### src/sv/tgr_pkg.sv
`timescale 1ns / 1ps
// ----------------------------------------------------------------------------
// tgr_pkg
// Word types, register map, pixel formats and the 16-color text palette.
// ----------------------------------------------------------------------------
package tgr_pkg;

	localparam int GLYPH_HEIGHT = 16;
	localparam int GLYPH_WIDTH  = 8;
	localparam int PIX_W        = 24;
	localparam int SCAN_W       = 9;   // row * height + line, row and line at full width
	localparam int COLB_W       = 12;  // col * width * 4 at most
	localparam int PROD_W       = 25;  // scan * pitch

	localparam logic [7:0] CHAR_FIRST = 8'h20;
	localparam logic [7:0] CHAR_LAST  = 8'h7E;

	typedef enum logic [1:0] {
		REG_FRAME_BASE   = 2'd0,
		REG_LINE_PITCH   = 2'd1,
		REG_PIXEL_FORMAT = 2'd2,
		REG_NONE         = 2'd3
	} reg_idx_t;

	typedef enum logic [1:0] {
		FMT_RGB32  = 2'd0,
		FMT_RGB24  = 2'd1,
		FMT_RGB565 = 2'd2,
		FMT_RGB555 = 2'd3
	} pix_fmt_t;

	localparam logic [PIX_W-1:0] CGA_PALETTE [16] = '{
		24'h000000, 24'h0000AA, 24'h00AA00, 24'h00AAAA,
		24'hAA0000, 24'hAA00AA, 24'hAA5500, 24'hAAAAAA,
		24'h555555, 24'h5555FF, 24'h55FF55, 24'h55FFFF,
		24'hFF5555, 24'hFF55FF, 24'hFFFF55, 24'hFFFFFF
	};

	typedef struct packed {
		logic [6:0] cell_col;
		logic [4:0] cell_row;
		logic [3:0] glyph_line;
		logic [7:0] char_code;
		logic [7:0] attribute;
		logic [7:0] glyph_bits;
	} in_word_t;

	typedef struct packed {
		logic [31:0]      row_address;
		logic [PIX_W-1:0] pixel_0;
		logic [PIX_W-1:0] pixel_1;
		logic [PIX_W-1:0] pixel_2;
		logic [PIX_W-1:0] pixel_3;
		logic [PIX_W-1:0] pixel_4;
		logic [PIX_W-1:0] pixel_5;
		logic [PIX_W-1:0] pixel_6;
		logic [PIX_W-1:0] pixel_7;
	} out_word_t;

	function automatic logic [PIX_W-1:0] pack_color(input logic [PIX_W-1:0] rgb,
		input pix_fmt_t fmt);
		logic [PIX_W-1:0] res;
		unique case (fmt)
			FMT_RGB32, FMT_RGB24: res = rgb;
			FMT_RGB565: res = {8'h00, rgb[23:19], rgb[15:10], rgb[7:3]};
			FMT_RGB555: res = {9'h000, rgb[23:19], rgb[15:11], rgb[7:3]};
			default: res = rgb;
		endcase
		return res;
	endfunction

endpackage

### src/sv/text_glyph_row_renderer.sv
`timescale 1ns / 1ps
// ----------------------------------------------------------------------------
// text_glyph_row_renderer
// Renders one glyph row of a text cell: framebuffer address plus 8 packed pixels.
// ----------------------------------------------------------------------------
// Throughput: one word per cycle unless out_ready stalls the pipe; stage 1 does
// lookups and base+column add, stage 2 the scan*pitch multiply and color packing,
// stage 3 the final add.
// Reset: valid bits clear, frame_base=0, line_pitch=2560, pixel_format=32bpp.
module text_glyph_row_renderer (
	input  logic              clk,
	input  logic              arst_n,
	input  logic              in_valid,
	output logic              in_ready,
	input  tgr_pkg::in_word_t in_word,
	output logic              out_valid,
	input  logic              out_ready,
	output tgr_pkg::out_word_t out_word,
	input  logic              psel,
	input  logic              penable,
	input  logic              pwrite,
	input  logic [3:0]        paddr,
	input  logic [31:0]       pwdata,
	output logic [31:0]       prdata,
	output logic              pready
);
	import tgr_pkg::*;

	// configuration registers
	logic [31:0] frame_base_q;
	logic [15:0] line_pitch_q;
	pix_fmt_t    pixel_format_q;
	reg_idx_t    reg_idx;
	logic        cfg_wr;

	assign pready  = 1'b1;
	assign reg_idx = reg_idx_t'(paddr[3:2]);
	assign cfg_wr  = psel & penable & pwrite;

	always_ff @(posedge clk or negedge arst_n) begin
		if (!arst_n) begin
			frame_base_q   <= '0;
			line_pitch_q   <= 16'd2560;
			pixel_format_q <= FMT_RGB32;
		end else if (cfg_wr) begin
			unique case (reg_idx)
				REG_FRAME_BASE:   frame_base_q   <= pwdata;
				REG_LINE_PITCH:   line_pitch_q   <= pwdata[15:0];
				REG_PIXEL_FORMAT: pixel_format_q <= pix_fmt_t'(pwdata[1:0]);
				default: ;
			endcase
		end
	end

	always_comb begin
		unique case (reg_idx)
			REG_FRAME_BASE:   prdata = frame_base_q;
			REG_LINE_PITCH:   prdata = {16'h0000, line_pitch_q};
			REG_PIXEL_FORMAT: prdata = {30'h0, pixel_format_q};
			default:          prdata = '0;
		endcase
	end

	// pipeline flow control
	logic v_s1, v_s2, v_s3;
	logic en1, en2, en3;

	assign en3      = !v_s3 || out_ready;
	assign en2      = !v_s2 || en3;
	assign en1      = !v_s1 || en2;
	assign in_ready = en1;
	assign out_valid = v_s3;

	always_ff @(posedge clk or negedge arst_n) begin
		if (!arst_n) begin
			v_s1 <= 1'b0;
			v_s2 <= 1'b0;
			v_s3 <= 1'b0;
		end else begin
			if (en1) v_s1 <= in_valid;
			if (en2) v_s2 <= v_s1;
			if (en3) v_s3 <= v_s2;
		end
	end

	// stage 1: scanline, column offset, palette lookup, printable mask
	logic              printable;
	logic [SCAN_W-1:0] scan;
	logic [9:0]        col_px;
	logic [COLB_W-1:0] col_bytes;

	assign printable = (in_word.char_code >= CHAR_FIRST) && (in_word.char_code <= CHAR_LAST);
	assign scan      = SCAN_W'(in_word.cell_row) * SCAN_W'(GLYPH_HEIGHT)
		+ SCAN_W'(in_word.glyph_line);
	assign col_px    = 10'(in_word.cell_col) * 10'(GLYPH_WIDTH);

	always_comb begin
		unique case (pixel_format_q)
			FMT_RGB32: col_bytes = {col_px, 2'b00};
			FMT_RGB24: col_bytes = {1'b0, col_px, 1'b0} + {2'b00, col_px};
			FMT_RGB565, FMT_RGB555: col_bytes = {1'b0, col_px, 1'b0};
			default: col_bytes = {col_px, 2'b00};
		endcase
	end

	logic [SCAN_W-1:0] scan_s1;
	logic [31:0]       base_col_s1;
	logic [PIX_W-1:0]  fg_rgb_s1, bg_rgb_s1;
	logic [7:0]        bits_s1;

	always_ff @(posedge clk) begin
		if (en1) begin
			scan_s1     <= scan;
			base_col_s1 <= frame_base_q + 32'(col_bytes);
			fg_rgb_s1   <= CGA_PALETTE[in_word.attribute[3:0]];
			bg_rgb_s1   <= CGA_PALETTE[in_word.attribute[7:4]];
			bits_s1     <= printable ? in_word.glyph_bits : 8'h00;
		end
	end

	// stage 2: scan * pitch, color packing
	logic [PROD_W-1:0] prod_s2;
	logic [31:0]       base_col_s2;
	logic [PIX_W-1:0]  fg_s2, bg_s2;
	logic [7:0]        bits_s2;

	always_ff @(posedge clk) begin
		if (en2) begin
			prod_s2     <= PROD_W'(scan_s1) * PROD_W'(line_pitch_q);
			base_col_s2 <= base_col_s1;
			fg_s2       <= pack_color(fg_rgb_s1, pixel_format_q);
			bg_s2       <= pack_color(bg_rgb_s1, pixel_format_q);
			bits_s2     <= bits_s1;
		end
	end

	// stage 3: final address add and pixel select (output register)
	logic [PIX_W-1:0] pix [8];

	always_comb begin
		for (int i = 0; i < 8; i++) begin
			pix[i] = bits_s2[7-i] ? fg_s2 : bg_s2;  // MSB is leftmost
		end
	end

	always_ff @(posedge clk) begin
		if (en3) begin
			out_word.row_address <= base_col_s2 + 32'(prod_s2);
			out_word.pixel_0     <= pix[0];
			out_word.pixel_1     <= pix[1];
			out_word.pixel_2     <= pix[2];
			out_word.pixel_3     <= pix[3];
			out_word.pixel_4     <= pix[4];
			out_word.pixel_5     <= pix[5];
			out_word.pixel_6     <= pix[6];
			out_word.pixel_7     <= pix[7];
		end
	end

`ifndef SYNTH
	// a stalled stage 2 word is kept intact
	assert property (@(posedge clk) disable iff (!arst_n)
		v_s2 && !en3 |=> v_s2 && $stable(prod_s2) && $stable(fg_s2) && $stable(bits_s2))
		else $error("stage 2 word lost or altered under stall");

	// the pipe never throttles the input when the output drains
	assert property (@(posedge clk) disable iff (!arst_n)
		out_ready |-> in_ready)
		else $error("input stalled while output is draining");

	// 15/16 bpp colors keep the top byte clear
	assert property (@(posedge clk) disable iff (!arst_n)
		out_valid && (pixel_format_q == FMT_RGB565 || pixel_format_q == FMT_RGB555)
		|-> out_word.pixel_0[23:16] == 8'h00 && out_word.pixel_7[23:16] == 8'h00)
		else $error("packed 16-bit pixel has high bits set");

	// 32bpp with aligned base and pitch gives aligned row addresses
	assert property (@(posedge clk) disable iff (!arst_n)
		out_valid && pixel_format_q == FMT_RGB32 && frame_base_q[1:0] == 2'b00
		&& line_pitch_q[1:0] == 2'b00 |-> out_word.row_address[1:0] == 2'b00)
		else $error("misaligned 32bpp row address");
`endif

endmodule
### config.mk
export PLATFORM = sky130hd
export DESIGN_NAME = text_glyph_row_renderer
export DESIGN_NICKNAME = d
export VERILOG_FILES = /design/src/sv/tgr_pkg.sv /design/src/sv/text_glyph_row_renderer.sv
export SDC_FILE = /design/constraint.sdc
export NUM_CORES = 1
export LEC_CHECK = 0
export BUFFER_PORTS_ARGS = -buffer_cell sky130_fd_sc_hd__buf_2
export CORE_MARGIN = 5
export CORE_UTILIZATION = 55
export DETAILED_ROUTE_END_ITERATION = 7
export PLACE_DENSITY_LB_ADDON = 0.08
export REMOVE_ABC_BUFFERS = 1
export SLEW_MARGIN = 20
export SYNTH_ARGS = -nofsm -noshare
export SYNTH_HDL_FRONTEND = slang
export SYNTH_SLANG_ARGS = --single-unit
### constraint.sdc
create_clock -name clk -period 14.4 [get_ports clk]
set_input_delay 2.16 -clock clk [delete_from_list [all_inputs] [get_ports clk]]
set_output_delay 2.16 -clock clk [all_outputs]
set_load 0.01 [all_outputs]
# Word-level counts from Yosys, hierarchy flattened
# Memories as Yosys holds them, arrays and structs flattened. A register that Yosys moved wholly into a read port is not among the register bits.
# Index checks and enable logic that the tools add are counted.
[totals]
ff_bits = 439
mem_bits_ro = 768
input_bits = 83
word_cells = 67
n_memories = 2
[op_classes]
n_addsub = 4
n_mul = 1
order_cmp = 2
n_eq_ne = 5
n_mux = 12
bitwise = 4
n_reduce_logical = 14
[memory_table]
columns = ["name", "depth", "word_bits", "rd", "rd_ports_with_merged_regs", "wr", "line", "text"]
rows = [
  ["(name not given)", 16, 24, 1, 1, 0, "text_glyph_row_renderer.sv:116", "bg_rgb_s1 <= CGA_PALETTE[in_word.attribute[7:4]];"],
  ["(name not given)", 16, 24, 1, 1, 0, "text_glyph_row_renderer.sv:115", "fg_rgb_s1 <= CGA_PALETTE[in_word.attribute[3:0]];"],
]
[ops]
columns = ["operator", "n"]
rows = [
  ["$mux W24", 8],
  ["$pmux W24 S3", 2],
  ["$pmux W32 S3", 1],
  ["$pmux W12 S3", 1],
  ["$add A32 B12 Y32", 1],
  ["$add A32 B25 Y32", 1],
  ["$mul A9 B16 Y25", 1],
  ["$add A11 B10 Y12", 1],
  ["$not A4 Y5", 2],
  ["$add A9 B4 Y9", 1],
  ["$ge A8 B6 Y1 const B", 1],
  ["$le A8 B7 Y1 const B", 1],
  ["$eq A2 B2 Y1 const B", 3],
  ["$reduce_and A2 Y1", 3],
  ["$eq A2 B1 Y1 const B", 2],
  ["$logic_not A2 Y1", 2],
  ["$reduce_or A2 Y1", 2],
  ["$logic_not A1 Y1", 3],
  ["$logic_or A1 B1 Y1", 3],
  ["$and A1 B1 Y1", 2],
  ["$logic_and A1 B1 Y1", 1],
]

# Depth between registers and ports, before layout
[logic_depth]
word_depth = 4
ltp_mapped = 19
mapped_depth_nobuf = 18

# Least setup slack after synthesis
# OpenSTA, ideal clock, no wires.
[synth_timing]
path_kind = "input -> output"
from = "input out_ready"
to = "output in_ready"
arrival_ns = 3.976
required_ns = 12.240
setup_slack_ns = 8.264
stages = 1
n_path_buf = 0
path_cell_list = "nand4b_1"
[synth_between]
elab_chain_len = 3
[synth_lines]
columns = ["element", "line", "text"]
rows = [
  ["start: declaration", "text_glyph_row_renderer.sv:17", "input logic out_ready,"],
  ["$logic_or A1 B1 Y1", "text_glyph_row_renderer.sv:68", "assign en3 = !v_s3 || out_ready;"],
  ["$logic_or A1 B1 Y1", "text_glyph_row_renderer.sv:69", "assign en2 = !v_s2 || en3;"],
  ["$logic_or A1 B1 Y1", "text_glyph_row_renderer.sv:70", "assign en1 = !v_s1 || en2;"],
  ["end: declaration", "text_glyph_row_renderer.sv:14", "output logic in_ready,"],
]
# Every way passes these cells.

# Final worst setup path
[layout_timing]
from = "input paddr[2]"
to = "output prdata[27]"
[layout_between]
elab_chain_len = 2
[layout_lines]
columns = ["element", "line", "text"]
rows = [
  ["start: declaration", "text_glyph_row_renderer.sv:22", "input logic [3:0] paddr,"],
  ["$eq A2 B2 Y1, or another cell as far along", "text_glyph_row_renderer.sv:56", "unique case (reg_idx)"],
  ["$pmux W32 S3 *", "text_glyph_row_renderer.sv:56", ""],
  ["end: declaration", "text_glyph_row_renderer.sv:24", "output logic [31:0] prdata,"],
]
# Every way passes the cells marked *; elsewhere a longest branch is shown, timed or not.

==> metrics.cfg <==
[run_status]
status = finished clean

[final_layout]
regArea_um2 = 9620
fillCellCount = 2960
nets = 2186
design_area_um2 = 22900
syn2layout_area_growth_pct = 12.8
final_common_cell = buf_2
postLayoutCoreUtil_pct = 62.7
multiInputGateArea_um2 = 9110
final-instance-count-excl-fill = 2413
drive_above_1_share_pct = 29.4
layout_common_cells = 338 x buf_2, 276 x edfxtp_1, 168 x inv_1, 147 x mux2_2, 124 x nand2_1

[timing]
hold_viol = 0
rsz0062_at_grt = false
period_minus_slack_ns = 5.72
fin_ws_ns = 8.68
maxSlewHeadroom_pct = 27.6
drv_slew = 0
timing.setup.tns_ns = 0
worst_slew_pin_slew_ns = 1.09
fmax_mhz = 175
final-setup-viol-count = 0
holdWs_ns = 0.413
fin_skew_ns = 0.0159
finalCritPeriodShare_pct = 39.7

[detailed_routing]
wl_um = 45500
drtAntennaViolNets = 0
wire_per_inst_um = 18.8
drc = 0
viasPerCell = 5.46
route.vias.total = 13200
drtIter0Drc = 781
drt_pass1_iterations = 5

[critical_path]
cp_max_fo = 21
rr_endpoint = prod_s2[23]
path_cells = buf_2, nor2_1, and2_1, buf_2
r2r_start = scan_s1[2]
path_common_cell = buf_2
cpPeakStageDelay_ns = 0.71
cp.arrival_ns = 3.56
end_kind = primary output
r2r_cells = 15
cp.required_ns = 12.24
crit_type = input port to primary output
reg2reg_slack_ns = 9.09
slowest_stage = nor2_1
cp-start-kind = input port

[clocking]
cts_sinks = 329
numCtsBuffers = 37
cts_setup_buffers = 0
clk_path_buf_depth = 3
holdBufCountCts = 0
clkSlewWorstSetupHoldPaths_ns = 0.05
cts_root_buffer = clkbuf_16
tritoncts = done
htreeDepth = 2
clk_latency_ns = 0.55
post_cts_resize_count = 0

[worst_hold_path]
hp-start = base_col_s1[5]
hold_path_class = flop to flop
hold_end = base_col_s2[5]
holdPathStages = 0

[global_routing]
grt_pass1_wl_um = 73200
grt.total_usage_pct = 22.4
grt_pass1_vias = 13500
grt_start_max_net_pins = 80
grt_antenna_before_repair = 2
overflow = 0

[yosys]
synth_seq_cells = 329
syn_area_um2 = 20300
synth_seq_area_share_pct = 47.4
yosysWarnings = 0
async_reset_ff_share_pct = 16.1
synth_cell_types = 75
syn_inst = 1686
avgSynthCellArea_um2 = 12.0
synth-main-ff-cell = edfxtp_1
synth_edf_count = 276

[floorplan]
fp.dieArea_um2 = 40800
start_util_pct = 55.6
die_height_um = 202
ios = 342
die_w_um = 202
core_um2 = 36500
std_cell_rows = 70

[power_and_ir_drop]
power.leakage_nw = 10.2
totalPowerFinal_mw = 5.28
ir_worst_vdd_uv = 215
power_density_nw_per_um2 = 231

[placement]
dp.cells = 2343
hpwlAfterDp_um = 33800
placed_cell_area_um2 = 21700
place.gp.congestion = 0.843
portBuffers = 338
pre_cts_ws_ns = 8.41

[flow_run]
cap_violations = 0

==> worst max-delay path: cells and delay by family <==
| family | cells | cell delay [ns] |
|---|---|---|
| simple gates | 2 | 0.94 |
| buf+inv | 2 | 0.45 |
==> logic make-up after synthesis <==
family	Yosys count	share of synthesized area, %
buffers and inverters	324	7.84
DFF	329	47.4
other	1	0.0185
xor gates and xnor gates	67	2.89
and+or+nand+nor	397	9.93
adders and majority gates	188	15.4
muxes	169	9.24
AOI/OAI and AO/OA	211	7.33
==> Yosys cell counts, drive strengths merged, types with 10 or more instances <==
master  instances  area share [%]
nand2         124             2.3
xor2           21            0.91
nand2b         18            0.55
ha             86             5.3
mux2          147             8.2
buf           112             3.9
a21o           19            0.70
edfxtp        276              41
o21ai          37            0.97
nand3          20            0.52
nor3           17            0.42
mux2i          22             1.1
fa            102              10
clkbuf         44            0.81
xnor2          46             2.0
nor2           61             1.1
o211ai         12            0.47
dfrtp          51             6.3
nor2b          10            0.31
a21oi          60             1.5
inv           168             3.1
a211oi         10            0.42
and2          109             3.4
==> metal layers <==
layer,global-route usage [%],vias to the layer above,wire [µm]
li1,-,6226,-
met1,30.0,6543,19600
met2,38.6,359,22800
met3,3.05,58,2120
met4,6.23,0,930
met5,0,-,0
==> sequential cells by signal (all words and copies together) (netlist names) <==
signal	cells
base_col_s1	32
frame_base_q	32
prod_s2	25
v_s1	1
bg_s2	12
bg_rgb_s1	5
bits_s2	8
pixel_format_q	2
out_valid	1
line_pitch_q	16
bits_s1	8
out_word	128
base_col_s2	32
fg_s2	12
v_s2	1
fg_rgb_s1	5
scan_s1	9
==> power by group <==
group / switching (mW) / leakage (nW) / internal, mW
combinational: 1.50 / 6.18 / 1.16
sequential: 0.224 / 3.47 / 1.47
clock: 0.378 / 0.574 / 0.540
total: 2.10 / 10.2 / 3.18
==> layout make-up <==
type / instances / share of cell area (%)
repair buffers: 346 / 7.69
diodes: 2 / 0.0219
inverters: 168 / 2.76
well taps: 468 / 2.56
flip-flops and latches: 329 / 42.0
clock inverters: 20 / 0.869
clock buffers: 47 / 4.30
multi-input cells: 1033 / 39.8
==> worst max-delay path by stage <==
stage / startpoint / end / slack [ns] / depth (start not counted)
2_1_floorplan: out_ready / in_ready / 8.26 / 1
3_3_place_gp: in_word[33] / base_col_s1[25] / 8.47 / 15
3_5_place_dp: in_word[34] / base_col_s1[25] / 8.41 / 15
4_1_cts: paddr[2] / prdata[27] / 8.63 / 4
5_1_grt: paddr[2] / prdata[21] / 8.53 / 4
6_report: paddr[2] / prdata[27] / 8.68 / 4
(Power assumes the default switching activity.)
